## src/rtl/mme_pkg.sv

```systemverilog
// ----------------------------------------------------------------------------
// mme_pkg
// Shared types and constants of the matrix multiply engine.
// ----------------------------------------------------------------------------
package mme_pkg;

  // fixed field widths
  localparam int SUM_W     = 36;  // Q6.30 result sum
  localparam int POS_W     = 3;   // row/column index on the result port
  localparam int DIM_REG_W = 4;   // size register width
  localparam int CFG_AW    = 4;   // APB address width
  localparam int CFG_DW    = 32;  // APB data width

  // input word mode codes
  typedef logic [1:0] mode_t;
  localparam mode_t MODE_LOAD_A = 2'd0;
  localparam mode_t MODE_LOAD_B = 2'd1;
  localparam mode_t MODE_START  = 2'd2;

  // register indexes (paddr[3:2])
  typedef logic [1:0] reg_idx_t;
  localparam reg_idx_t REG_ROWS  = 2'd0;
  localparam reg_idx_t REG_INNER = 2'd1;
  localparam reg_idx_t REG_COLS  = 2'd2;

  // store write commands, controller to datapath
  typedef struct packed {
    logic load_a;
    logic load_b;
    logic clear_fill;
  } load_cmd_t;

  // one multiply-accumulate step, controller to datapath
  typedef struct packed {
    logic             rd;
    logic             first;
    logic             last_k;
    logic             last_elem;
    logic [POS_W-1:0] row;
    logic [POS_W-1:0] col;
  } step_cmd_t;

endpackage

```

## src/rtl/mme_ram.sv

```systemverilog
// ----------------------------------------------------------------------------
// mme_ram
// Generic single-write, single-read RAM with registered read data.
// ----------------------------------------------------------------------------
module mme_ram #(
  parameter int WIDTH = 16,
  parameter int DEPTH = 64,
  localparam int ADDR_W = (DEPTH > 1) ? $clog2(DEPTH) : 1
) (
  input  logic              clk,
  input  logic              we,
  input  logic [ADDR_W-1:0] waddr,
  input  logic [WIDTH-1:0]  wdata,
  input  logic              re,
  input  logic [ADDR_W-1:0] raddr,
  output logic [WIDTH-1:0]  rdata
);

  logic [WIDTH-1:0] mem_r [DEPTH];
  logic [WIDTH-1:0] rdata_r;

  // write port and registered read port
  always_ff @(posedge clk) begin
    if (we) begin
      mem_r[waddr] <= wdata;
    end
    if (re) begin
      rdata_r <= mem_r[raddr];
    end
  end

  assign rdata = rdata_r;

endmodule

```

## src/rtl/mme_cfg.sv

```systemverilog
// ----------------------------------------------------------------------------
// mme_cfg
// APB register file for the matrix sizes M, K and N; clamps them to 1..MAX_DIM.
// ----------------------------------------------------------------------------
module mme_cfg
  import mme_pkg::*;
#(
  parameter int MAX_DIM = 8,
  localparam int DIM_W = $clog2(MAX_DIM + 1)
) (
  input  logic              clk,
  input  logic              rst_n,
  input  logic              psel,
  input  logic              penable,
  input  logic              pwrite,
  input  logic [CFG_AW-1:0] paddr,
  input  logic [CFG_DW-1:0] pwdata,
  output logic [CFG_DW-1:0] prdata,
  output logic              pready,
  output logic [DIM_W-1:0]  m_eff,
  output logic [DIM_W-1:0]  k_eff,
  output logic [DIM_W-1:0]  n_eff
);

  localparam logic [DIM_REG_W-1:0] DIM_RST = DIM_REG_W'(8);

  logic [DIM_REG_W-1:0] rows_r, inner_r, cols_r;
  logic                 wr_en;
  reg_idx_t             idx;

  // zero acts as one, oversize acts as MAX_DIM
  function automatic logic [DIM_W-1:0] eff_dim(input logic [DIM_REG_W-1:0] raw);
    logic [DIM_W-1:0] r;
    if (raw == '0) begin
      r = DIM_W'(1);
    end else if (raw > DIM_REG_W'(MAX_DIM)) begin
      r = DIM_W'(MAX_DIM);
    end else begin
      r = DIM_W'(raw);
    end
    return r;
  endfunction

  assign pready = 1'b1;
  assign idx    = paddr[3:2];
  assign wr_en  = psel && penable && pwrite && pready;

  // register writes
  always_ff @(posedge clk) begin
    if (!rst_n) begin
      rows_r  <= DIM_RST;
      inner_r <= DIM_RST;
      cols_r  <= DIM_RST;
    end else if (wr_en) begin
      unique case (idx)
        REG_ROWS:  rows_r  <= pwdata[DIM_REG_W-1:0];
        REG_INNER: inner_r <= pwdata[DIM_REG_W-1:0];
        REG_COLS:  cols_r  <= pwdata[DIM_REG_W-1:0];
        default: ;
      endcase
    end
  end

  // read mux
  always_comb begin
    unique case (idx)
      REG_ROWS:  prdata = CFG_DW'(rows_r);
      REG_INNER: prdata = CFG_DW'(inner_r);
      REG_COLS:  prdata = CFG_DW'(cols_r);
      default:   prdata = '0;
    endcase
  end

  assign m_eff = eff_dim(rows_r);
  assign k_eff = eff_dim(inner_r);
  assign n_eff = eff_dim(cols_r);

endmodule

```

## src/rtl/mme_ctrl.sv

```systemverilog
// ----------------------------------------------------------------------------
// mme_ctrl
// Controller: decodes input words, walks i/j/k for a compute run and issues
// one store read step per cycle to the datapath.
// ----------------------------------------------------------------------------
module mme_ctrl
  import mme_pkg::*;
#(
  parameter int MAX_DIM = 8,
  localparam int DEPTH  = MAX_DIM * MAX_DIM,
  localparam int ADDR_W = (DEPTH > 1) ? $clog2(DEPTH) : 1,
  localparam int DIM_W  = $clog2(MAX_DIM + 1)
) (
  input  logic              clk,
  input  logic              rst_n,
  input  logic              start,
  input  mode_t             mode,
  input  logic [DIM_W-1:0]  m_eff,
  input  logic [DIM_W-1:0]  k_eff,
  input  logic [DIM_W-1:0]  n_eff,
  input  logic              pipe_busy,
  output logic              busy,
  output load_cmd_t         load_cmd,
  output step_cmd_t         step_cmd,
  output logic [ADDR_W-1:0] a_addr,
  output logic [ADDR_W-1:0] b_addr
);

  typedef enum logic [1:0] {
    S_IDLE,
    S_RUN,
    S_DRAIN
  } state_t;

  state_t            state_r, state_nxt;
  logic [DIM_W-1:0]  i_r, i_nxt, j_r, j_nxt, k_r, k_nxt;
  logic [ADDR_W-1:0] a_addr_r, a_addr_nxt, b_addr_r, b_addr_nxt;
  logic [ADDR_W-1:0] row_base_r, row_base_nxt;
  logic [ADDR_W-1:0] step_a_r, step_a_nxt, step_b_r, step_b_nxt;
  step_cmd_t         step_r, step_nxt;
  logic              accept, i_last, j_last, k_last;

  assign accept = start && (state_r == S_IDLE);
  assign busy   = (state_r != S_IDLE);
  assign i_last = (i_r == m_eff - DIM_W'(1));
  assign j_last = (j_r == n_eff - DIM_W'(1));
  assign k_last = (k_r == k_eff - DIM_W'(1));

  // load commands act in the accepting cycle
  assign load_cmd.load_a     = accept && (mode == MODE_LOAD_A);
  assign load_cmd.load_b     = accept && (mode == MODE_LOAD_B);
  assign load_cmd.clear_fill = accept && (mode == MODE_START);

  // sequencer: k innermost, then j, then i
  always_comb begin
    state_nxt    = state_r;
    i_nxt        = i_r;
    j_nxt        = j_r;
    k_nxt        = k_r;
    a_addr_nxt   = a_addr_r;
    b_addr_nxt   = b_addr_r;
    row_base_nxt = row_base_r;
    step_a_nxt   = step_a_r;
    step_b_nxt   = step_b_r;
    step_nxt     = '0;
    unique case (state_r)
      S_IDLE: begin
        if (accept && (mode == MODE_START)) begin
          state_nxt    = S_RUN;
          i_nxt        = '0;
          j_nxt        = '0;
          k_nxt        = '0;
          a_addr_nxt   = '0;
          b_addr_nxt   = '0;
          row_base_nxt = '0;
        end
      end
      S_RUN: begin
        step_nxt.rd        = 1'b1;
        step_nxt.first     = (k_r == '0);
        step_nxt.last_k    = k_last;
        step_nxt.last_elem = i_last && j_last;
        step_nxt.row       = POS_W'(i_r);
        step_nxt.col       = POS_W'(j_r);
        step_a_nxt         = a_addr_r;
        step_b_nxt         = b_addr_r;
        if (!k_last) begin
          k_nxt      = k_r + DIM_W'(1);
          a_addr_nxt = a_addr_r + ADDR_W'(1);
          b_addr_nxt = b_addr_r + ADDR_W'(n_eff);
        end else begin
          k_nxt = '0;
          if (!j_last) begin
            j_nxt      = j_r + DIM_W'(1);
            a_addr_nxt = row_base_r;
            b_addr_nxt = ADDR_W'(j_r) + ADDR_W'(1);
          end else begin
            j_nxt      = '0;
            b_addr_nxt = '0;
            if (!i_last) begin
              i_nxt        = i_r + DIM_W'(1);
              row_base_nxt = row_base_r + ADDR_W'(k_eff);
              a_addr_nxt   = row_base_r + ADDR_W'(k_eff);
            end else begin
              state_nxt = S_DRAIN;
            end
          end
        end
      end
      S_DRAIN: begin
        if (!step_r.rd && !pipe_busy) begin
          state_nxt = S_IDLE;
        end
      end
      default: state_nxt = S_IDLE;
    endcase
  end

  // state, counters and registered step command
  always_ff @(posedge clk) begin
    if (!rst_n) begin
      state_r    <= S_IDLE;
      step_r     <= '0;
      i_r        <= '0;
      j_r        <= '0;
      k_r        <= '0;
      a_addr_r   <= '0;
      b_addr_r   <= '0;
      row_base_r <= '0;
      step_a_r   <= '0;
      step_b_r   <= '0;
    end else begin
      state_r    <= state_nxt;
      step_r     <= step_nxt;
      i_r        <= i_nxt;
      j_r        <= j_nxt;
      k_r        <= k_nxt;
      a_addr_r   <= a_addr_nxt;
      b_addr_r   <= b_addr_nxt;
      row_base_r <= row_base_nxt;
      step_a_r   <= step_a_nxt;
      step_b_r   <= step_b_nxt;
    end
  end

  assign step_cmd = step_r;
  assign a_addr   = step_a_r;
  assign b_addr   = step_b_r;

  // a compute word always takes the block busy
  a_start_busy: assert property (@(posedge clk) disable iff (!rst_n)
    (start && !busy && (mode == MODE_START)) |=> busy)
    else $error("compute word did not start a run");

  // issued read addresses stay inside the stores
  a_addr_range: assert property (@(posedge clk) disable iff (!rst_n)
    step_r.rd |-> ((32'(step_a_r) < DEPTH) && (32'(step_b_r) < DEPTH)))
    else $error("store read address out of range");

  // inner counter stays below K while running
  a_k_range: assert property (@(posedge clk) disable iff (!rst_n)
    (state_r == S_RUN) |-> (k_r < k_eff))
    else $error("inner counter out of range");

  // no step in flight from the controller once idle
  a_idle_quiet: assert property (@(posedge clk) disable iff (!rst_n)
    (state_r == S_IDLE) |-> !step_r.rd)
    else $error("step issued while idle");

endmodule

```

## src/rtl/mme_dp.sv

```systemverilog
// ----------------------------------------------------------------------------
// mme_dp
// Datapath: A and B stores with fill counters and valid bits, then a
// read / multiply / accumulate pipeline and the result register.
// ----------------------------------------------------------------------------
module mme_dp
  import mme_pkg::*;
#(
  parameter int MAX_DIM    = 8,
  parameter int DATA_WIDTH = 16,
  localparam int DEPTH  = MAX_DIM * MAX_DIM,
  localparam int ADDR_W = (DEPTH > 1) ? $clog2(DEPTH) : 1
) (
  input  logic                         clk,
  input  logic                         rst_n,
  input  logic signed [DATA_WIDTH-1:0] element,
  input  load_cmd_t                    load_cmd,
  input  step_cmd_t                    step_cmd,
  input  logic        [ADDR_W-1:0]     a_addr,
  input  logic        [ADDR_W-1:0]     b_addr,
  output logic                         pipe_busy,
  output logic                         out_valid,
  output logic signed [SUM_W-1:0]      out_product_sum,
  output logic        [POS_W-1:0]      out_row_index,
  output logic        [POS_W-1:0]      out_col_index,
  output logic                         out_last
);

  localparam int CNT_W  = $clog2(DEPTH + 1);
  localparam int PROD_W = 2 * DATA_WIDTH;

  logic [CNT_W-1:0]  a_cnt_r, b_cnt_r;
  logic [DEPTH-1:0]  a_vld_r, b_vld_r;
  logic              a_we, b_we;
  logic [DATA_WIDTH-1:0] a_rdata, b_rdata;
  logic              a_vld_q, b_vld_q;
  step_cmd_t         s1_r, s2_r;
  logic signed [DATA_WIDTH-1:0] a_op, b_op;
  logic signed [PROD_W-1:0]     prod_nxt, prod_r;
  logic signed [SUM_W-1:0]      prod_ext;
  logic [SUM_W-1:0]  acc_r, sum_nxt;
  logic              out_valid_r, out_last_r;
  logic [SUM_W-1:0]  out_sum_r;
  logic [POS_W-1:0]  out_row_r, out_col_r;

  // store writes while not full
  assign a_we = load_cmd.load_a && (a_cnt_r < CNT_W'(DEPTH));
  assign b_we = load_cmd.load_b && (b_cnt_r < CNT_W'(DEPTH));

  mme_ram #(.WIDTH(DATA_WIDTH), .DEPTH(DEPTH)) u_a_ram (
    .clk   (clk),
    .we    (a_we),
    .waddr (a_cnt_r[ADDR_W-1:0]),
    .wdata (element),
    .re    (step_cmd.rd),
    .raddr (a_addr),
    .rdata (a_rdata)
  );

  mme_ram #(.WIDTH(DATA_WIDTH), .DEPTH(DEPTH)) u_b_ram (
    .clk   (clk),
    .we    (b_we),
    .waddr (b_cnt_r[ADDR_W-1:0]),
    .wdata (element),
    .re    (step_cmd.rd),
    .raddr (b_addr),
    .rdata (b_rdata)
  );

  // fill counters and per-entry valid bits (unwritten entries read as zero)
  always_ff @(posedge clk) begin
    if (!rst_n) begin
      a_cnt_r <= '0;
      b_cnt_r <= '0;
      a_vld_r <= '0;
      b_vld_r <= '0;
    end else begin
      if (load_cmd.clear_fill) begin
        a_cnt_r <= '0;
        b_cnt_r <= '0;
      end else begin
        if (a_we) begin
          a_cnt_r <= a_cnt_r + CNT_W'(1);
          a_vld_r[a_cnt_r[ADDR_W-1:0]] <= 1'b1;
        end
        if (b_we) begin
          b_cnt_r <= b_cnt_r + CNT_W'(1);
          b_vld_r[b_cnt_r[ADDR_W-1:0]] <= 1'b1;
        end
      end
    end
  end

  // stage 1: read data and valid bits arrive
  always_ff @(posedge clk) begin
    if (!rst_n) begin
      s1_r <= '0;
      s2_r <= '0;
    end else begin
      s1_r <= step_cmd;
      s2_r <= s1_r;
    end
  end

  always_ff @(posedge clk) begin
    if (step_cmd.rd) begin
      a_vld_q <= a_vld_r[a_addr];
      b_vld_q <= b_vld_r[b_addr];
    end
  end

  assign a_op = a_vld_q ? signed'(a_rdata) : '0;
  assign b_op = b_vld_q ? signed'(b_rdata) : '0;

  // stage 2: product register
  assign prod_nxt = a_op * b_op;

  always_ff @(posedge clk) begin
    if (s1_r.rd) begin
      prod_r <= prod_nxt;
    end
  end

  // stage 3: accumulate, wraps modulo 2^36
  assign prod_ext = SUM_W'(prod_r);
  assign sum_nxt  = (s2_r.first ? '0 : acc_r) + prod_ext;

  always_ff @(posedge clk) begin
    if (s2_r.rd) begin
      acc_r <= sum_nxt;
    end
    if (s2_r.rd && s2_r.last_k) begin
      out_sum_r  <= sum_nxt;
      out_row_r  <= s2_r.row;
      out_col_r  <= s2_r.col;
      out_last_r <= s2_r.last_elem;
    end
  end

  // result strobe
  always_ff @(posedge clk) begin
    if (!rst_n) begin
      out_valid_r <= 1'b0;
    end else begin
      out_valid_r <= s2_r.rd && s2_r.last_k;
    end
  end

  assign pipe_busy       = s1_r.rd || s2_r.rd;
  assign out_valid       = out_valid_r;
  assign out_product_sum = signed'(out_sum_r);
  assign out_row_index   = out_row_r;
  assign out_col_index   = out_col_r;
  assign out_last        = out_last_r;

endmodule

```

## src/rtl/matrix_multiply_engine_unit.sv

```systemverilog
// ----------------------------------------------------------------------------
// matrix_multiply_engine_unit
// C = A x B on signed Q1.15 elements with exact Q6.30 sums.
//
// Usage:
//  - Input words are taken when start is high and busy is low. Mode load A
//    and load B write the next element of A or B (row-major) and leave
//    busy low, so loads stream at one word per cycle.
//  - A compute word raises busy and emits all M*N results in row-major
//    order, one per out_valid pulse, out_last on the final one; it rewinds
//    both fill counters. Stores keep their contents across runs.
//  - One MAC step per cycle through a single multiplier; each step passes
//    the read, product and accumulate stages, and each result is then
//    held in the result register.
//  - M, K, N are APB registers at 0x0, 0x4, 0x8; write them only while idle.
//  - Results are strobed for one cycle and cannot be held off.
//  - Reset: sizes to 8, fill counters cleared, store entries read as zero
//    until written; the block accepts words as soon as reset is released.
// ----------------------------------------------------------------------------
module matrix_multiply_engine_unit
  import mme_pkg::*;
#(
  parameter int MAX_DIM    = 8,
  parameter int DATA_WIDTH = 16
) (
  input  logic                         clk,
  input  logic                         rst_n,
  // input channel
  input  logic                         start,
  output logic                         busy,
  input  logic        [1:0]            in_mode,
  input  logic signed [DATA_WIDTH-1:0] in_element,
  // result channel
  output logic                         out_valid,
  output logic signed [SUM_W-1:0]      out_product_sum,
  output logic        [POS_W-1:0]      out_row_index,
  output logic        [POS_W-1:0]      out_col_index,
  output logic                         out_last,
  // configuration port
  input  logic                         psel,
  input  logic                         penable,
  input  logic                         pwrite,
  input  logic        [CFG_AW-1:0]     paddr,
  input  logic        [CFG_DW-1:0]     pwdata,
  output logic        [CFG_DW-1:0]     prdata,
  output logic                         pready
);

  localparam int DEPTH  = MAX_DIM * MAX_DIM;
  localparam int ADDR_W = (DEPTH > 1) ? $clog2(DEPTH) : 1;
  localparam int DIM_W  = $clog2(MAX_DIM + 1);

  logic [DIM_W-1:0]  m_eff, k_eff, n_eff;
  load_cmd_t         load_cmd;
  step_cmd_t         step_cmd;
  logic [ADDR_W-1:0] a_addr, b_addr;
  logic              pipe_busy;

  mme_cfg #(.MAX_DIM(MAX_DIM)) u_cfg (
    .clk     (clk),
    .rst_n   (rst_n),
    .psel    (psel),
    .penable (penable),
    .pwrite  (pwrite),
    .paddr   (paddr),
    .pwdata  (pwdata),
    .prdata  (prdata),
    .pready  (pready),
    .m_eff   (m_eff),
    .k_eff   (k_eff),
    .n_eff   (n_eff)
  );

  mme_ctrl #(.MAX_DIM(MAX_DIM)) u_ctrl (
    .clk       (clk),
    .rst_n     (rst_n),
    .start     (start),
    .mode      (in_mode),
    .m_eff     (m_eff),
    .k_eff     (k_eff),
    .n_eff     (n_eff),
    .pipe_busy (pipe_busy),
    .busy      (busy),
    .load_cmd  (load_cmd),
    .step_cmd  (step_cmd),
    .a_addr    (a_addr),
    .b_addr    (b_addr)
  );

  mme_dp #(.MAX_DIM(MAX_DIM), .DATA_WIDTH(DATA_WIDTH)) u_dp (
    .clk             (clk),
    .rst_n           (rst_n),
    .element         (in_element),
    .load_cmd        (load_cmd),
    .step_cmd        (step_cmd),
    .a_addr          (a_addr),
    .b_addr          (b_addr),
    .pipe_busy       (pipe_busy),
    .out_valid       (out_valid),
    .out_product_sum (out_product_sum),
    .out_row_index   (out_row_index),
    .out_col_index   (out_col_index),
    .out_last        (out_last)
  );

endmodule

```

## config.mk

```make
export PLATFORM = sky130hd
export DESIGN_NAME = matrix_multiply_engine_unit
export DESIGN_NICKNAME = d
export VERILOG_FILES = /design/src/rtl/mme_pkg.sv /design/src/rtl/mme_ram.sv /design/src/rtl/mme_cfg.sv /design/src/rtl/mme_ctrl.sv /design/src/rtl/mme_dp.sv /design/src/rtl/matrix_multiply_engine_unit.sv
export SDC_FILE = /design/constraint.sdc
export NUM_CORES = 2
export LEC_CHECK = 0
export ABC_AREA = 1
export CAP_MARGIN = 20
export CORE_MARGIN = 2
export CORE_UTILIZATION = 38
export DETAILED_ROUTE_END_ITERATION = 8
export DONT_BUFFER_PORTS = 1
export PLACE_DENSITY = 0.51
export SLEW_MARGIN = 5
export SYNTH_ARGS = -nofsm -noshare
export SYNTH_HDL_FRONTEND = slang
export SYNTH_SLANG_ARGS = --single-unit
```

## constraint.sdc

```tcl
create_clock -name clk -period 13.31 [get_ports clk]
set_input_delay 0.6655 -clock clk [delete_from_list [all_inputs] [get_ports clk]]
set_output_delay 0.6655 -clock clk [all_outputs]
set_load 0.1 [all_outputs]
```

==> summary.md <==
The share of total power dissipated in sequential elements is 48.2%. The full die area was 289,000 um^2; the required time at the endpoint of the critical path was 13.90 ns. Counting instances, the worst hold path has a depth of 3.

The number of setup buffers added after CTS is 0. Combined global-route utilization of all metal layers: 22.3%. In the routed layout, each cell is associated on average with a via count of 5.35. The class of the most critical setup path is register to register. The combinational family with the most area after synthesis is simple AND/OR/NAND/NOR gates. The final period demand of the worst path was 7.08 ns.

After detailed routing, the average wire length per cell comes to 24.0 um. After the last flow step, the layout net total stands at 10,300. Setup repair after global routing left no endpoint under its margin. In the routed design, unresolved DRC markers number 0. The area growth from synthesis to layout was 12.8%. Destination of the worst register-to-register timing path: u_dp.prod_r[25]$_DFFE_PP_.

STA classifies the critical path startpoint as a register. The die width is 538 um. The tools report the kind of end point of the critical path as a register. The analysis attributes to net switching a power of 4.24 mW. TritonCTS sink count: 2,422. The run gives 0.141 GHz as the top achievable clock speed. The synthesized netlist devotes 9.56% of its cell area to compound gates. Detailed routing inserted a total of 73,600 vias. Beginning of the worst hold path: in_mode[1]. At the later pin of the worst-skew pair, clock insertion delay measures 0.91 ns.

In the post-synthesis netlist, the biggest area contributors are edfxtp_1 61%, nor2_1 6.3%, nand2_1 5.7%, o21ai_0 5.4%, fa_1 4.9%. Of the synthesized area, sequential elements account for 65.1%. Once the floorplan was initialized, standard cells occupied 38.3% of the core. The layout has 26,500 filler cells. In the final layout, the multi-input gates occupy 33,200 um^2. The total leakage power was 44.6 nW; the power share of the combinational group was 9.0%. The I/O pin count is 138. The fraction of synthesized cell area taken by the top area cell type came out at 60.9%. The H-tree was split into 5 levels.

The total instance count after detailed placement was 13,200; the register bit total from synthesis was 2,422. For the final routed database, the setup TNS stands at 0 ns. A synthesized cell averages 11.0 um^2. The tools report the final antenna-violating net count as 0.

The internal power of the cells totals 13.1 mW. The final setup violation count is 0. Final non-filler cell total: 13,800. The launching point of the worst reg2reg path is u_dp.b_vld_q$_DFFE_PP_. Summed over all nets, the half-perimeter wirelength after detailed placement is 179,000 um.

Cells with a size suffix above 1 make up 6.87% of the layout. The multiplexer area fraction after synthesis was 0%; the ratio of total power to cell area was 142 nW/um^2. The maximum fanout encountered on the critical timing path was 17; the largest net degree at the start of global routing was 181.

The number of failing hold endpoints at the final stage is 0, and the simple-gate share of the synthesized area is 13.9%. Clock-pin slew was measured on the worst setup and hold paths at 0.06 ns. The library cell used most frequently in the layout, excluding fill and tap cells, is edfxtp_1.

The chip height is 538 um. In this run the worst hold path is classified as input pin to register. The tools report the buffer type at the clock tree root as clkbuf_16. The region available for standard cell placement spans 283,000 um^2. For this run the aggregate overflow at the end of global routing stands at 0. The worst register-to-register path has a depth of 20. TritonCTS built the clock tree. The iteration count of the initial detailed-routing pass came out at 6.

The congestion estimate from routability-driven global placement came to 0.908. The logs give 0.107 mV for the peak supply drop and 272 for the number of buffers added by the clock tree synthesis step. The reg2reg setup slack was 6.23 ns; the sum of routed wire length over all layers was 330,000 um. The first global-routing pass estimated 479,000 um of wire.

The netlist uses 47 different library cells. Synthesis produced 9,815 cells. Yosys printed 0 warnings. The signal arrival time at the worst endpoint was 7.67 ns. After Yosys synthesis, full adders, half adders and majority gates account for 6.47% of the synthesized area. The synthesized netlist devotes 0.567% of its cell area to XOR and XNOR gates.

Via count of the first global-routing pass: 70,600. After floorplanning, the core was divided into 195 placement rows. In the layout the commonest cells are 2,193 x edfxtp_1, 1,804 x nor2_1, 1,647 x nand2_1.

Post-synthesis cell type with the largest combined area: edfxtp_1. The final-report max-slew violation count was 0. The count of buffers added on input and output ports is 0. The run gives 0.0659 ns as the minimum hold slack.

The worst hold path terminates at u_dp.a_cnt_r[2]$_SDFFE_PP0P_. The area of all sequential standard cells was 70,500 um^2. The number of antenna violations at the first check in global routing was 8; the worst-case headroom to the max-slew limit was 24.0%.

At the pin with the least slew margin, the transition time is 1.14 ns. The proportion of total power due to net switching came out at 24.5%. For the final database, setup skew stands at 0.0639 ns. The total standard cell area after synthesis is 108,000 um^2, and the DRC violation total after the first TritonRoute iteration is 7,200. The deepest clock path buffer count is 4, and the count of max-cap constraint violations is 0.

The flow ran to the end, and the final reports show no timing, DRC or antenna violations. Of the available clock period, the critical path in the final layout requires 53.2%. Proportion of power drawn by the clock network: 42.8%.
==> cell usage after synthesis (all sizes together) <==
master / instances
buf: 203
a21oi: 137
clkinv: 8
o221ai: 4
o21ai: 1178
o21bai: 7
xnor2: 17
nand3: 291
o211ai: 10
fa: 265
o311ai: 1
a21o: 7
o2111ai: 1
and3: 1
conb: 2
inv: 608
nand3b: 1
o31ai: 3
nand2: 1652
edfxtp: 2193
clkbuf: 354
nor2: 1835
a21boi: 2
nand4: 22
a211oi: 1
o21a: 3
dfxtp: 229
nor3b: 1
o22ai: 543
nor4: 1
ha: 135
nor3: 37
a31oi: 9
or2: 1
xor2: 53
==> how the worst max path moves through the flow <==
stage	from	to	slack, ns	cells past startpoint
3_5_place_dp	u_dp.a_vld_q$_DFFE_PP_	u_dp.prod_r[25]$_DFFE_PP_	6.18	18
6_report	u_dp.b_vld_q$_DFFE_PP_	u_dp.prod_r[25]$_DFFE_PP_	6.23	20
2_1_floorplan	u_dp.b_vld_q$_DFFE_PP_	u_dp.prod_r[31]$_DFFE_PP_	7.24	24
4_1_cts	u_dp.a_vld_q$_DFFE_PP_	u_dp.prod_r[25]$_DFFE_PP_	6.17	18
3_3_place_gp	u_dp.a_vld_q$_DFFE_PP_	u_dp.prod_r[25]$_DFFE_PP_	6.17	18
5_1_grt	u_dp.b_vld_q$_DFFE_PP_	u_dp.prod_r[25]$_DFFE_PP_	5.84	20
==> worst max-delay path, stage by stage, from the launching register on <==
cell      delay, ns
edfxtp_1       0.65
nand2_1        0.58
nor2_1         0.33
inv_1          0.13
fa_1           0.54
inv_1          0.07
fa_1           0.74
inv_1          0.16
fa_1           0.46
fa_1           0.54
inv_1          0.05
fa_1           0.52
inv_1          0.05
fa_1           0.47
inv_1          0.04
ha_1           0.36
nand2_1        0.16
nor3_1         0.35
nand3_1        0.14
o211ai_1       0.34
xor2_1         0.11
==> final cells by class <==
class	count	area share, %
tap	3743	3.84
inverter	616	1.93
clock buffer	357	6.00
sequential	2422	57.7
timing repair buffer	237	2.18
clock inverter	135	1.15
antenna	5	0.0103
multi-input combinational	6247	27.2
==> layer usage <==
metal	vias up	share of wire [%]	global-route usage, %	wire, um
met5	-	0	0	0
met3	441	6.8	3.32	22300
met4	0	2.6	5.91	8510
met2	2468	47	36.4	156000
met1	36800	43	31.2	143000
li1	33800	-	-	-
==> power groups by stage <==
stage	sequential (mW)	combinational (mW)	clock [mW]
after floorplan	8.50	0.950	0
after global placement	8.51	1.38	0
after detailed placement	8.51	1.39	0
after CTS	8.35	1.57	7.56
after global routing	8.35	1.72	7.84
final	8.35	1.56	7.41
==> cells by family after synthesis <==
kind of cell / count (synthesis)
flip-flops: 2422
adder cells (fa/ha/maj): 400
AO/OA/AOI/OAI: 1906
XOR/XNOR: 70
buffers and inverters: 1173
AND/OR/NAND/NOR: 3842
other: 2
==> state kept, by name, summed over array words and instances (netlist names), 6 cells and up <==
name and flops:
u_dp.acc_r 36, u_ctrl.b_addr 6, u_ctrl.b_addr_r 6, u_dp.prod_r 32
u_dp.out_product_sum 36, u_ctrl.row_base_r 6, u_dp.s1_r 10, u_dp.a_vld_r 64
u_ctrl.a_addr_r 6, u_dp.u_a_ram.rdata 16, u_dp.b_cnt_r 7, u_dp.u_a_ram.mem_r 1024
u_dp.u_b_ram.mem_r 1024, u_dp.s2_r 10, u_dp.a_cnt_r 7, u_dp.u_b_ram.rdata 16
u_ctrl.step_cmd 10, u_ctrl.a_addr 6, u_dp.b_vld_r 64
==> metrics by stage <==
| step | area [um^2] | util (%) | worst slack [ns] | power, mW |
|---|---|---|---|---|
| 2_1_floorplan | 108000 | - | 7.24 | 9.44 |
| 3_3_place_gp | 112000 | 39.6 | 6.17 | 9.89 |
| 3_5_place_dp | 112000 | 39.7 | 6.18 | 9.90 |
| 4_1_cts | 122000 | 43.1 | 6.17 | 17.5 |
| 5_1_grt | 122000 | 43.2 | 5.84 | 17.9 |
| 6_report | 122000 | 43.2 | 6.23 | 17.3 |
==> timing repair <==
action / CTS / global route
endpoints found under the hold margin: 1356 / 0
hold buffers: 46 / 0
gates resized for setup: 0 / 0
(Power assumes the default switching activity.)
